<file path="src/rtl/core/e1sbd_pkg.sv">
// package for the e1 block decompressor: payload types, group tables, phase codes
// no dependencies
`timescale 1ns / 1ps
`default_nettype none
package e1sbd_pkg;
    localparam int MAX_ORDER = 15;
    localparam int ORD_W = 4;

    typedef struct packed {
        logic [31:0] stream_word;
        logic        stream_start;
    } in_item_t;

    typedef struct packed {
        logic signed [31:0] sample;
        logic               block_end;
        logic               check_failed;
        logic               format_error;
    } out_item_t;

    localparam logic [1:0] PH_HDR0 = 2'd0;
    localparam logic [1:0] PH_HDR1 = 2'd1;
    localparam logic [1:0] PH_DATA = 2'd2;
    localparam logic [1:0] PH_SKIP = 2'd3;

    localparam logic [2:0] NO_GROUP = 3'd7;

    localparam logic [2:0] OP_NONE = 3'd0;
    localparam logic [2:0] OP_HDR0 = 3'd1;
    localparam logic [2:0] OP_HDR1 = 3'd2;
    localparam logic [2:0] OP_DATA = 3'd3;
    localparam logic [2:0] OP_SKIP = 3'd4;

    // controller to datapath
    typedef struct packed {
        logic       clear;
        logic       load;
        logic [2:0] op;
        logic       step;
        logic       integ;
    } cmd_t;

    // datapath to controller
    typedef struct packed {
        logic       busy;
        logic       out_valid;
        logic       limit_hit;
        logic [1:0] phase;
    } sts_t;

    function automatic logic [2:0] grp_count(input logic [2:0] g);
        case (g)
            3'd0: grp_count = 3'd7;
            3'd1: grp_count = 3'd3;
            3'd2: grp_count = 3'd4;
            3'd3: grp_count = 3'd5;
            3'd4: grp_count = 3'd4;
            default: grp_count = 3'd1;
        endcase
    endfunction

    function automatic logic [4:0] grp_bits(input logic [2:0] g);
        case (g)
            3'd0: grp_bits = 5'd9;
            3'd1: grp_bits = 5'd10;
            3'd2: grp_bits = 5'd7;
            3'd3: grp_bits = 5'd12;
            3'd4: grp_bits = 5'd15;
            default: grp_bits = 5'd28;
        endcase
    endfunction

    function automatic logic [2:0] grp_lead(input logic [2:0] g);
        case (g)
            3'd0: grp_lead = 3'd1;
            3'd1: grp_lead = 3'd2;
            default: grp_lead = 3'd4;
        endcase
    endfunction

    function automatic logic grp_two(input logic [2:0] g);
        grp_two = (g == 3'd0) || (g == 3'd3) || (g == 3'd4);
    endfunction

    function automatic logic [2:0] classify(input logic [31:0] w);
        if (!w[31]) classify = 3'd0;
        else if (w[31:30] == 2'b10) classify = 3'd1;
        else classify = 3'd2 + {1'b0, w[29:28]};
    endfunction
endpackage
`default_nettype wire

</file>
<file path="src/rtl/core/e1sbd_ctrl.sv">
// controller: accepts input transactions and sequences the datapath
// depends on e1sbd_pkg
`timescale 1ns / 1ps
`default_nettype none
module e1sbd_ctrl (
    input  wire logic            clk,
    input  wire logic            rst_n,
    input  wire logic            in_valid,
    output logic                 in_ready,
    input  wire logic            in_start,
    input  wire e1sbd_pkg::sts_t sts,
    input  wire logic            out_ready,
    output e1sbd_pkg::cmd_t      cmd
);
    import e1sbd_pkg::*;

    localparam logic [1:0] S_IDLE = 2'd0;
    localparam logic [1:0] S_DISP = 2'd1;
    localparam logic [1:0] S_RUN  = 2'd2;

    logic [1:0] state_reg, state_next;
    logic       integ_reg, integ_next;

    assign in_ready = (state_reg == S_IDLE);

    always_comb
    begin
        state_next = state_reg;
        integ_next = 1'b0;
        cmd = '0;
        case (state_reg)
            S_IDLE:
            begin
                if (in_valid)
                begin
                    cmd.load = 1'b1;
                    cmd.clear = in_start;
                    state_next = S_DISP;
                end
            end
            S_DISP:
            begin
                if (sts.limit_hit) cmd.op = OP_NONE;
                else
                begin
                    case (sts.phase)
                        PH_HDR0: cmd.op = OP_HDR0;
                        PH_HDR1: cmd.op = OP_HDR1;
                        PH_DATA: cmd.op = OP_DATA;
                        default: cmd.op = OP_SKIP;
                    endcase
                end
                state_next = S_RUN;
            end
            S_RUN:
            begin
                // integrate, then emit; the walk holds while an emitted sample is not yet taken
                if (!sts.out_valid || out_ready)
                begin
                    if (sts.busy)
                    begin
                        if (!integ_reg)
                        begin
                            cmd.integ = 1'b1;
                            integ_next = 1'b1;
                        end
                        else
                        begin
                            cmd.step = 1'b1;
                            integ_next = 1'b1;
                        end
                    end
                    else
                    begin
                        state_next = S_IDLE;
                    end
                end
                else
                begin
                    integ_next = integ_reg;
                end
            end
            default: state_next = S_IDLE;
        endcase
    end

    always_ff @(posedge clk or negedge rst_n)
    begin
        if (!rst_n)
        begin
            state_reg <= S_IDLE;
            integ_reg <= 1'b0;
        end
        else
        begin
            state_reg <= state_next;
            integ_reg <= integ_next;
        end
    end
endmodule
`default_nettype wire

</file>
<file path="src/rtl/core/e1sbd_datapath.sv">
// datapath: header fields, group unpacking, integrator cascade, output register
// depends on e1sbd_pkg
`timescale 1ns / 1ps
`default_nettype none
module e1sbd_datapath (
    input  wire logic                 clk,
    input  wire logic                 rst_n,
    input  wire e1sbd_pkg::cmd_t      cmd,
    input  wire logic [31:0]          word,
    input  wire logic [23:0]          sample_limit,
    input  wire logic                 out_ready,
    output e1sbd_pkg::sts_t           sts,
    output e1sbd_pkg::out_item_t      out_item
);
    import e1sbd_pkg::*;

    logic [1:0]  phase_reg, phase_next;
    logic [15:0] bwl_reg, bwl_next;
    logic [15:0] sl_reg, sl_next;
    logic [3:0]  mode_reg, mode_next;
    logic [3:0]  ord_reg, ord_next;
    logic [23:0] chk_reg, chk_next;
    logic [31:0] held_reg, held_next;
    logic [2:0]  hg_reg, hg_next;
    logic [23:0] tot_reg, tot_next;
    logic [31:0] w_reg;
    logic [63:0] bits_reg, bits_next;
    logic [2:0]  grp_reg, grp_next;
    logic [2:0]  j_reg, j_next;
    logic [2:0]  cnt_reg, cnt_next;
    logic        busy_reg, busy_next;
    logic        raw_reg, raw_next;
    logic        err_reg, err_next;
    logic [31:0] integ_reg [MAX_ORDER];
    logic [31:0] integ_next [MAX_ORDER];
    logic [3:0]  k_reg, k_next;
    logic [31:0] v_reg, v_next;
    logic        ov_reg, ov_next;
    out_item_t   o_reg, o_next;

    logic [5:0]  sh;
    logic [63:0] shifted;
    logic [31:0] field;
    logic [31:0] mask;
    logic [4:0]  b;
    logic [31:0] raw_v;
    logic [5:0]  sh_n;
    logic [31:0] field_n;
    logic [31:0] raw_n;

    function automatic logic [3:0] ord_sat_f(input logic [3:0] o);
        ord_sat_f = (o > 4'(MAX_ORDER)) ? 4'(MAX_ORDER) : o;
    endfunction

    assign sts.busy = busy_reg;
    assign sts.out_valid = ov_reg;
    assign sts.limit_hit = (tot_reg >= sample_limit);
    assign sts.phase = phase_reg;
    assign out_item = o_reg;

    // current raw field of the group being unpacked, and the one after it
    always_comb
    begin
        b = grp_bits(grp_reg);
        sh = 6'(grp_lead(grp_reg)) + 6'(j_reg) * 6'(b);
        shifted = bits_reg << sh;
        field = 32'(shifted >> (7'd64 - 7'(b)));
        mask = 32'd1 << (b - 5'd1);
        raw_v = raw_reg ? bits_reg[63:32] : ((field ^ mask) - mask);
        sh_n = 6'(grp_lead(grp_reg)) + 6'(j_reg + 3'd1) * 6'(b);
        field_n = 32'((bits_reg << sh_n) >> (7'd64 - 7'(b)));
        raw_n = (field_n ^ mask) - mask;
    end

    always_comb
    begin
        phase_next = phase_reg; bwl_next = bwl_reg; sl_next = sl_reg;
        mode_next = mode_reg; ord_next = ord_reg; chk_next = chk_reg;
        held_next = held_reg; hg_next = hg_reg; tot_next = tot_reg;
        bits_next = bits_reg; grp_next = grp_reg; j_next = j_reg;
        cnt_next = cnt_reg; busy_next = busy_reg; raw_next = raw_reg;
        err_next = err_reg; k_next = k_reg; v_next = v_reg;
        ov_next = ov_reg; o_next = o_reg;
        for (int i = 0; i < MAX_ORDER; i++) integ_next[i] = integ_reg[i];

        if (ov_reg && out_ready) ov_next = 1'b0;

        if (cmd.clear)
        begin
            phase_next = PH_HDR0; bwl_next = '0; sl_next = '0; mode_next = '0;
            ord_next = '0; chk_next = '0; held_next = '0; hg_next = NO_GROUP;
            tot_next = '0;
            for (int i = 0; i < MAX_ORDER; i++) integ_next[i] = '0;
        end

        case (cmd.op)
            OP_HDR0:
            begin
                if (w_reg != 32'd0)
                begin
                    bwl_next = ({2'b00, w_reg[31:18]} > 16'd2)
                        ? {2'b00, w_reg[31:18]} - 16'd2 : 16'd0;
                    sl_next = w_reg[15:0];
                    phase_next = PH_HDR1;
                end
            end
            OP_HDR1:
            begin
                mode_next = w_reg[31:28];
                ord_next = w_reg[27:24];
                chk_next = w_reg[23:0];
                for (int i = 0; i < MAX_ORDER; i++) integ_next[i] = '0;
                hg_next = NO_GROUP;
                if (w_reg[31:28] > 4'd1)
                begin
                    err_next = 1'b1;
                    busy_next = 1'b1;
                    cnt_next = 3'd1;
                    j_next = '0;
                    hg_next = NO_GROUP;
                    phase_next = (bwl_reg != 16'd0) ? PH_SKIP : PH_HDR0;
                end
                else if (sl_reg == 16'd0)
                    phase_next = (bwl_reg != 16'd0) ? PH_SKIP : PH_HDR0;
                else
                    phase_next = PH_DATA;
            end
            OP_DATA:
            begin
                if (bwl_reg != 16'd0) bwl_next = bwl_reg - 16'd1;
                j_next = '0;
                err_next = 1'b0;
                if (mode_reg == 4'd1)
                begin
                    raw_next = 1'b1;
                    bits_next = {w_reg, 32'd0};
                    cnt_next = 3'd1;
                    busy_next = 1'b1;
                end
                else if (hg_reg != NO_GROUP)
                begin
                    raw_next = 1'b0;
                    bits_next = {held_reg, w_reg};
                    grp_next = hg_reg;
                    cnt_next = grp_count(hg_reg);
                    hg_next = NO_GROUP;
                    busy_next = 1'b1;
                end
                else if (grp_two(classify(w_reg)))
                begin
                    held_next = w_reg;
                    hg_next = classify(w_reg);
                end
                else
                begin
                    raw_next = 1'b0;
                    bits_next = {w_reg, 32'd0};
                    grp_next = classify(w_reg);
                    cnt_next = grp_count(classify(w_reg));
                    busy_next = 1'b1;
                end
                // block end with no sample pending (held first half)
                if (sl_reg == 16'd0)
                begin
                    hg_next = NO_GROUP;
                    phase_next = (bwl_next != 16'd0) ? PH_SKIP : PH_HDR0;
                end
            end
            OP_SKIP:
            begin
                if (bwl_reg != 16'd0) bwl_next = bwl_reg - 16'd1;
                if (bwl_reg <= 16'd1) phase_next = PH_HDR0;
            end
            default: ;
        endcase

        // the integrator cascade is walked one stage per cycle with k, held while an output sample waits
        if (cmd.integ)
        begin
            if (err_reg) v_next = '0;
            else if (sl_reg == 16'd0 || j_reg >= cnt_reg)
            begin
                busy_next = 1'b0;
                v_next = raw_v;
            end
            else
            begin
                v_next = raw_v;
                k_next = '0;
            end
        end

        if (cmd.step)
        begin
            if (err_reg)
            begin
                if (tot_reg < sample_limit)
                begin
                    o_next.sample = '0; o_next.block_end = 1'b1;
                    o_next.check_failed = 1'b0; o_next.format_error = 1'b1;
                    ov_next = 1'b1;
                end
                busy_next = 1'b0;
                err_next = 1'b0;
            end
            else if (!raw_reg && mode_reg == 4'd0 && k_reg < ord_sat_f(ord_reg))
            begin
                integ_next[k_reg] = integ_reg[k_reg] + v_reg;
                v_next = integ_reg[k_reg] + v_reg;
                k_next = k_reg + 4'd1;
            end
            else
            begin
                sl_next = sl_reg - 16'd1;
                if (tot_reg < sample_limit)
                begin
                    o_next.sample = v_reg;
                    o_next.block_end = (sl_reg == 16'd1);
                    o_next.check_failed = (sl_reg == 16'd1) && (mode_reg == 4'd0)
                        && (v_reg != {{8{chk_reg[23]}}, chk_reg});
                    o_next.format_error = 1'b0;
                    ov_next = 1'b1;
                    tot_next = tot_reg + 24'd1;
                end
                j_next = j_reg + 3'd1;
                k_next = '0;
                if (sl_reg == 16'd1)
                begin
                    hg_next = NO_GROUP;
                    phase_next = (bwl_reg != 16'd0) ? PH_SKIP : PH_HDR0;
                end
                if (sl_reg == 16'd1 || j_reg + 3'd1 >= cnt_reg) busy_next = 1'b0;
                else v_next = raw_n;
            end
        end
    end

    always_ff @(posedge clk)
    begin
        if (cmd.load) w_reg <= word;
        bits_reg <= bits_next; grp_reg <= grp_next; cnt_reg <= cnt_next;
        raw_reg <= raw_next; v_reg <= v_next; o_reg <= o_next;
        held_reg <= held_next; chk_reg <= chk_next;
        for (int i = 0; i < MAX_ORDER; i++) integ_reg[i] <= integ_next[i];
    end

    always_ff @(posedge clk or negedge rst_n)
    begin
        if (!rst_n)
        begin
            phase_reg <= PH_HDR0; bwl_reg <= '0; sl_reg <= '0; mode_reg <= '0;
            ord_reg <= '0; hg_reg <= NO_GROUP; tot_reg <= '0; j_reg <= '0;
            busy_reg <= 1'b0; err_reg <= 1'b0; k_reg <= '0; ov_reg <= 1'b0;
        end
        else
        begin
            phase_reg <= phase_next; bwl_reg <= bwl_next; sl_reg <= sl_next;
            mode_reg <= mode_next; ord_reg <= ord_next; hg_reg <= hg_next;
            tot_reg <= tot_next; j_reg <= j_next; busy_reg <= busy_next;
            err_reg <= err_next; k_reg <= k_next; ov_reg <= ov_next;
        end
    end
endmodule
`default_nettype wire

</file>
<file path="src/rtl/core/e1_seismic_block_decompressor_unit.sv">
// e1 block decompressor, one stream word in, decoded samples out.
// in channel: in_valid/in_ready with in_data (stream_word, stream_start).
// out channel: out_valid/out_ready with out_data (sample and flags).
// apb port: register 0 at address 0 is sample_limit (24 bits, reset all ones).
// the block takes one word at a time; after acceptance it passes a
// dispatch state and a step loading the first field, then per sample one
// step for each integrator stage (order 0..15, packed mode only) and one
// step registering it at the output, and then returns to idle.
// a word yields 0 to 7 samples and holds the input until the serial walk
// over the cascade is done; no new word is taken before then.
// a waiting sample stalls the walk until the receiver takes it; no sample
// is dropped.
// reset clears all decode state, stream_start clears it except the limit.
// depends on e1sbd_pkg, e1sbd_ctrl, e1sbd_datapath
`timescale 1ns / 1ps
`default_nettype none
module e1_seismic_block_decompressor_unit (
    input  wire logic                  clk,
    input  wire logic                  rst_n,
    input  wire logic                  in_valid,
    output logic                       in_ready,
    input  wire e1sbd_pkg::in_item_t   in_data,
    output logic                       out_valid,
    input  wire logic                  out_ready,
    output e1sbd_pkg::out_item_t       out_data,
    input  wire logic                  psel,
    input  wire logic                  penable,
    input  wire logic                  pwrite,
    input  wire logic [0:0]            paddr,
    input  wire logic [31:0]           pwdata,
    output logic [31:0]                prdata,
    output logic                       pready
);
    import e1sbd_pkg::*;

    cmd_t        cmd;
    sts_t        sts;
    logic [23:0] limit_reg;

    assign pready = 1'b1;
    assign prdata = (paddr == 1'b0) ? {8'd0, limit_reg} : 32'd0;

    always_ff @(posedge clk or negedge rst_n)
    begin
        if (!rst_n) limit_reg <= 24'hffffff;
        else if (psel && penable && pwrite && paddr == 1'b0) limit_reg <= pwdata[23:0];
    end

    e1sbd_ctrl u_ctrl (
        .clk(clk), .rst_n(rst_n), .in_valid(in_valid), .in_ready(in_ready),
        .in_start(in_data.stream_start), .sts(sts), .out_ready(out_ready), .cmd(cmd)
    );

    e1sbd_datapath u_dp (
        .clk(clk), .rst_n(rst_n), .cmd(cmd), .word(in_data.stream_word),
        .sample_limit(limit_reg), .out_ready(out_ready), .sts(sts), .out_item(out_data)
    );

    assign out_valid = sts.out_valid;
endmodule
`default_nettype wire

</file>
<file path="config.mk">
export PLATFORM = sky130hd
export DESIGN_NAME = e1_seismic_block_decompressor_unit
export DESIGN_NICKNAME = d
export VERILOG_FILES = /design/src/rtl/core/e1sbd_pkg.sv /design/src/rtl/core/e1sbd_ctrl.sv /design/src/rtl/core/e1sbd_datapath.sv /design/src/rtl/core/e1_seismic_block_decompressor_unit.sv
export SDC_FILE = /design/constraint.sdc
export NUM_CORES = 2
export LEC_CHECK = 0
export BUFFER_PORTS_ARGS = -buffer_cell sky130_fd_sc_hd__buf_2
export CAP_MARGIN = 25
export CORE_UTILIZATION = 40
export DETAILED_ROUTE_END_ITERATION = 8
export GPL_TIMING_DRIVEN = 0
export PLACE_DENSITY = 0.64
export SYNTH_ARGS = -nofsm -noshare
export SYNTH_HDL_FRONTEND = slang
export SYNTH_SLANG_ARGS = --single-unit
</file>
<file path="constraint.sdc">
create_clock -name clk -period 9.97 [get_ports clk]
set_input_delay 0.4985 -clock clk [delete_from_list [all_inputs] [get_ports clk]]
set_output_delay 0.4985 -clock clk [all_outputs]
set_load 0.05 [all_outputs]
</file>
### Word-level counts from Yosys, hierarchy flattened

Memory sizes are Yosys's and may differ from the RTL's.
Index checks and enable logic that the tools add are counted.

* add/subtract/negate cells: 15
* multipliers: 2
* div/mod/pow operators: 0
* order comparisons: 11
* equal/unequal tests: 35
* shifts and indexed selects: 5
* mux-type cells: 144
* bitwise operators: 5
* reduce and logical (&&, ||, !) cells: 36

Operator list (number)
* $mux W480: 5
* $bwmux W480: 1
* $mux W32: 13
* $mux W24: 8
* $mux W64: 3
* $mux W16: 11
* $mux W35: 4
* $demux W32 S4: 1
* $shl A64 B6 Y64: 2
* $shr A64 B7 Y32: 2
* $mux W3: 29
* $sub A32 B32 Y32: 2
* $xor A32 B32 Y32: 2
* $pmux W16 S3: 1
* $mux W2: 20
* $mux W4: 10
* $add A32 B32 Y32: 1
* $ne A32 B32 Y1: 1
* $reduce_bool A16 Y1: 2
* $reduce_bool A32 Y1: 1
* $shl A1 B5 Y32 const A: 1
* $sub A16 B1 Y16 const B: 2
* $eq A3 B2 Y1 const B: 9
* $mux W1: 26
* other kinds (52): 96

* register bits: 332
* bits in latches: 0
* memory bits (writable): 480
* memory bits (read-only): 0
* output and inout bits: 70
* logic and storage cells: 282
* memories kept: 1

Memories
* u_dp.integ_reg: depth 15, bits a word 32, rd ports 16, clocked after Yosys merged registers in 0, wr ports 15, RTL line e1sbd_datapath.sv:34 `logic [31:0] integ_reg [MAX_ORDER];`

### Longest topological paths before layout

* depth in word-level cells: 20
* mapped depth: 46

### Modules after synthesis

From an unflattened synthesis, not the netlist that was laid out.

* cell total of the unflattened synthesis: 5216
* area total of the unflattened synthesis: 49772.7 um^2

By module, submodules not included
* e1sbd_datapath: instances 1, cells an instance 5100, area each 48253.8 um^2
* e1_seismic_block_decompressor_unit: instances 1, cells an instance 88, area each 1257.5 um^2
* e1sbd_ctrl: instances 1, cells an instance 28, area each 261.5 um^2

### Worst setup path before layout

No wires, ideal clock.

* path type: reg2reg
* start: register u_dp.grp_reg[2]
* end: register u_dp.v_reg[31]
* setup time: 0.079 ns
* arrival: 9.618 ns
* setup slack: 0.273 ns
* stages on the path, launching flop included: 43
* path buffers: 10
* clock period less this slack: 9.697 ns
* cells stage by stage: edfxtp_1 -> buf_2 -> nand2_1 -> inv_1 -> nor2_1 -> inv_1 -> buf_2 -> buf_1 -> clkbuf_1 -> buf_2 -> buf_1 -> nor2_1 -> ha_1 -> ha_1 -> inv_1 -> fa_1 -> fa_1 -> buf_2 -> [7 not listed] -> mux2i_1 -> mux2i_1 -> o21ai_0 -> o21ai_0 -> ha_1 -> xnor2_1 -> a21o_1 -> a21oi_1 -> or3_1 -> a211oi_1 -> a22oi_1 -> o21ai_1 -> a211oi_1 -> or4_1 -> a2111o_1 -> o311ai_1 -> o21ai_1 -> o211ai_1

* word-level cells in the longest chain between the ends: 15

Ends and longest elaborated chain
* start: declaration: RTL line e1sbd_datapath.sv:28 `logic [2:0] grp_reg, grp_next;`
* start signal: assignment: RTL line e1sbd_datapath.sv:241 `bits_reg <= bits_next; grp_reg <= grp_next; cnt_reg <= cnt_next;`
* $eq A3 B3 Y1 (tied with other cells): RTL line e1sbd_pkg.sv:63 `case (g)`
* $pmux W5 S5: RTL line e1sbd_pkg.sv:63
* $mul A3 B5 Y6: RTL line e1sbd_datapath.sv:65 `sh = 6'(grp_lead(grp_reg)) + 6'(j_reg) * 6'(b);`
* $add A3 B6 Y6: RTL line e1sbd_datapath.sv:65
* $shl A64 B6 Y64: RTL line e1sbd_datapath.sv:66 `shifted = bits_reg << sh;`
* $shr A64 B7 Y32: RTL line e1sbd_datapath.sv:67 `field = 32'(shifted >> (7'd64 - 7'(b)));`
* $xor A32 B32 Y32: RTL line e1sbd_datapath.sv:69 `raw_v = raw_reg ? bits_reg[63:32] : ((field ^ mask) - mask);`
* $sub A32 B32 Y32: RTL line e1sbd_datapath.sv:69
* $mux W32: RTL line e1sbd_datapath.sv:69
* $mux W32: RTL line e1sbd_datapath.sv:180 `if (err_reg) v_next = '0;`
* $mux W32: RTL line e1sbd_datapath.sv:178 `if (cmd.integ)`
* $mux W32: RTL line e1sbd_datapath.sv:232 `if (sl_reg == 16'd1 || j_reg + 3'd1 >= cnt_reg) busy_next = 1'b0;`
* $mux W32: RTL line e1sbd_datapath.sv:206 `else if (!raw_reg && mode_reg == 4'd0 && k_reg < ord_sat_f(ord_reg))`
* $mux W32: RTL line e1sbd_datapath.sv:195 `if (err_reg)`
* $mux W32 (*): RTL line e1sbd_datapath.sv:193 `if (cmd.step)`
* via u_dp.v_next[31]: RTL line e1sbd_datapath.sv:37 `logic [31:0] v_reg, v_next;`
* end signal: assignment: RTL line e1sbd_datapath.sv:242 `raw_reg <= raw_next; v_reg <= v_next; o_reg <= o_next;`
* end: declaration: RTL line e1sbd_datapath.sv:37

Mark *: on every way through the listed nets, which the timed path passes. The rest lies on a longest branch.
A chain may end at the register's enable or synchronous reset.

### Worst setup path after layout

Same ends and word-level chain as after synthesis.

==> impl_metrics.csv <==
group,metric,value,unit
status,outcome,"finished with violations",
status,violations,"design-rule violations",
timing,finalClockSkew,0.0625,ns
timing,drv_slew,0,
detailed_routing,drt_iter0_markers,6011,
detailed_routing,first_pass_iters,9,
clock_tree,cts_root_buf,"clkbuf_16",
synth,avgSynthCellArea,9.62,sq um
worst_setup_path,worstPathArrival,10.38,ns
synth,ys.flop_type,"dfxtp_1",
final_layout,drive_above_1_share,19.7,%
placement,hpwl,155000,um
detailed_routing,vias,47700,
final_layout,largest_register_ffs,480,
global_route,grt_pass1_wl,296000,um
die,die_area,0.132,sq mm
final_layout,finalNetCount,6016,
worst_setup_path,cp-end-kind,"flop",
synth,synth.distinct_cells,108,
timing,rsz0062_at_grt,"true",
synth,synth_compound_area_share,14.2,%
synth,ys_seq_area_share,35.3,%
synth,synth_top_family_by_area,"multiplexers",
final_layout,area_delta_synth_final,15.4,%
placement,dpl_cell_area,0.0553,sq mm
final_layout,multi_input_area,0.0324,sq mm
die,die_h,363,um
synth,synth_seq_cells,812,
die,die_x,363,um
worst_setup_path,cp_common_cell,"buf_6",
synth,synth-xor-area-share,3.31,%
synth,synth-simple-area-share,14.9,%
placement,gp_congestion,1.01,
hold_path,hp-class,"in2reg",
placement,io_buffers,124,
detailed_routing,wl_per_cell,26.6,um
worst_setup_path,crit_path_max_incr_delay,0.58,ns
timing,hold_viol,0,
worst_setup_path,critPathMaxFanout,12,
global_route,grt-ovfl-total,0,
synth,synthArstFlopShare,13.1,%
global_route,grt_usage,29.6,%
final_layout,fill_cells,12200,
detailed_routing,final_antenna_net_count,0,
clock_tree,clk_pin_slew,0.06,ns
global_route,grt_max_degree,66,
global_route,antenna_found_initial,0,
synth,synthCells,5428,
die,core.rowCount,132,
final_layout,regArea,0.0184,sq mm
clock_tree,cts_buffers,81,
synth,synth_edf_count,162,
worst_setup_path,cp-start-kind,"flop",
global_route,first_global_vias,45400,
die,core,0.129,sq mm
timing,max_slew_margin,24.9,%
clock_tree,clockBufferDepth,3,
die,initial_core_util,40.3,%
synth,synthAdderAreaFrac,4.44,%
worst_setup_path,criticalPathCategory,"reg2reg",
synth,synth_area,0.0522,sq mm
final_layout,layout.cells.most_common,"o21ai_0",
clock_tree,cts_max_level,3,
flow_run,cap_violations,0,
detailed_routing,route.detailed.drc,1,
clock_tree,cts_sinks,812,
timing,fin_crit_sh,99.0,%
timing,worstMarginPinSlew,1.12,ns
synth,ys_warn_count,0,
timing,setup_violations,0,
final_layout,fin_area,0.0602,sq mm
worst_setup_path,cp_slowest_cell,"mux4_2",
timing,min_period,9.87,ns
die,io_pins,143,
synth,muxShareOfSynthArea,23.1,%
detailed_routing,totalWireLength,201000,um
worst_setup_path,rrSetupSlack,0.10,ns
detailed_routing,via_per_inst,6.30,
final_layout,antenna_cells,0,
clock_tree,worstSkewPairLatency,0.70,ns
timing,fmax,101,MHz
final_layout,final_cell_mix,"693 x o21ai_0, 576 x nand3_1, 544 x dfxtp_1, 392 x nand2_1, 338 x clkbuf_1",
worst_setup_path,required,10.49,ns
clock_tree,cts_tree,"built",
==> synthesized netlist by cell type, drive strengths merged (87+ instances only) <==
| library cell | number | share of area [%] |
|---|---|---|
| nand2 | 393 | 2.8 |
| buf | 119 | 1.3 |
| xor2 | 87 | 1.5 |
| a21oi | 143 | 1.4 |
| nand3 | 576 | 5.5 |
| mux2i | 288 | 5.5 |
| mux2 | 197 | 4.3 |
| dfxtp | 544 | 21 |
| edfxtp | 162 | 9.3 |
| xnor2 | 100 | 1.7 |
| o21ai | 718 | 6.9 |
| mux4 | 307 | 13 |
| nor2 | 270 | 1.9 |
| inv | 120 | 0.86 |
| ha | 166 | 4.0 |
| clkbuf | 341 | 2.5 |
==> routing by layer <==
| layer | vias to the layer above | GRT usage (%) | part of all wire [%] |
|---|---|---|---|
| met1 | 23500 | 40.6 | 41 |
| li1 | 20800 | - | - |
| met2 | 2887 | 45.0 | 43 |
| met3 | 491 | 6.49 | 11 |
| met5 | - | 0.290 | 0.030 |
| met4 | 2 | 12.5 | 4.7 |
==> area by class of cell <==
class,instances,share of cell area (%)
Sequential cell,812,30.6
Tap cell,1742,3.62
Inverter,122,0.775
Multi-Input combinational cell,4059,53.8
Clock inverter,35,0.935
Buffer,454,3.62
Clock buffer,115,3.84
Timing Repair Buffer,234,2.75
Timing Repair inverter,1,0.00831
==> cells by family (layout without fill, tap and decap cells) <==
logic type	count (synthesis)	after routing
simple gates	1631	1631
flops	812	812
other cells	2	27
compound gates	1241	1241
xor+xnor	190	190
fa+ha+maj	178	178
mux	792	792
buf+inv	582	961
==> critical path, delay by kind of cell, from the launching register on <==
kind,cells,cell delay (ns)
AO/OA/AOI/OAI,13,2.28
XOR/XNOR,2,0.51
adder cells (fa/ha/maj),5,1.88
buffers and inverters,12,1.76
flip-flops,1,0.43
multiplexers,3,1.34
AND/OR/NAND/NOR,5,1.46
==> path summary, 6_finish.rpt <==
kind / start / to / cells after the start
min: pwdata[5] / limit_reg[5] / 2
max in group asynchronous: rst_n / limit_reg[13] / 3
min in group asynchronous: rst_n / u_dp.bwl_reg[13] / 2
max reg2reg: u_dp.grp_reg[2] / u_dp.v_reg[31] / 40
min reg2reg: u_dp.held_reg[27] / u_dp.held_reg[27] / 2
max: u_dp.grp_reg[2] / u_dp.v_reg[31] / 40
==> metrics by stage <==
| stage | hold WS, ns | setup slack [ns] | cells | utilization (%) | setup TNS [ns] |
|---|---|---|---|---|---|
| 6_report | 0.0493 | 0.103 | 7574 | 46.5 | 0 |
| 5_1_grt | 0.0505 | -0.0825 | 7574 | 46.5 | -0.153 |
| 4_1_cts | 0.0179 | -0.104 | 7541 | 45.8 | -0.104 |
| 3_5_place_dp | 0.449 | -3.26 | 7337 | 42.7 | -71.68 |
| 3_3_place_gp | 0.442 | -3.28 | 7319 | 42.5 | -263.77 |
| 2_1_floorplan | 0.203 | 0.273 | 5453 | - | 0 |
==> repair_timing <==
action / 4_1_cts / 5_1_grt
gates cloned: 0 / 2
setup endpoints to repair: 50 / 69
setup buffers: 25 / 29
pin swaps: 18 / 24
hold endpoints to repair: 62 / 0
hold buffers: 33 / 0
gates resized for setup: 151 / 154
Power is not shown: default switching activity piles up to over one toggle a cycle in this logic, so the estimate is an artifact.
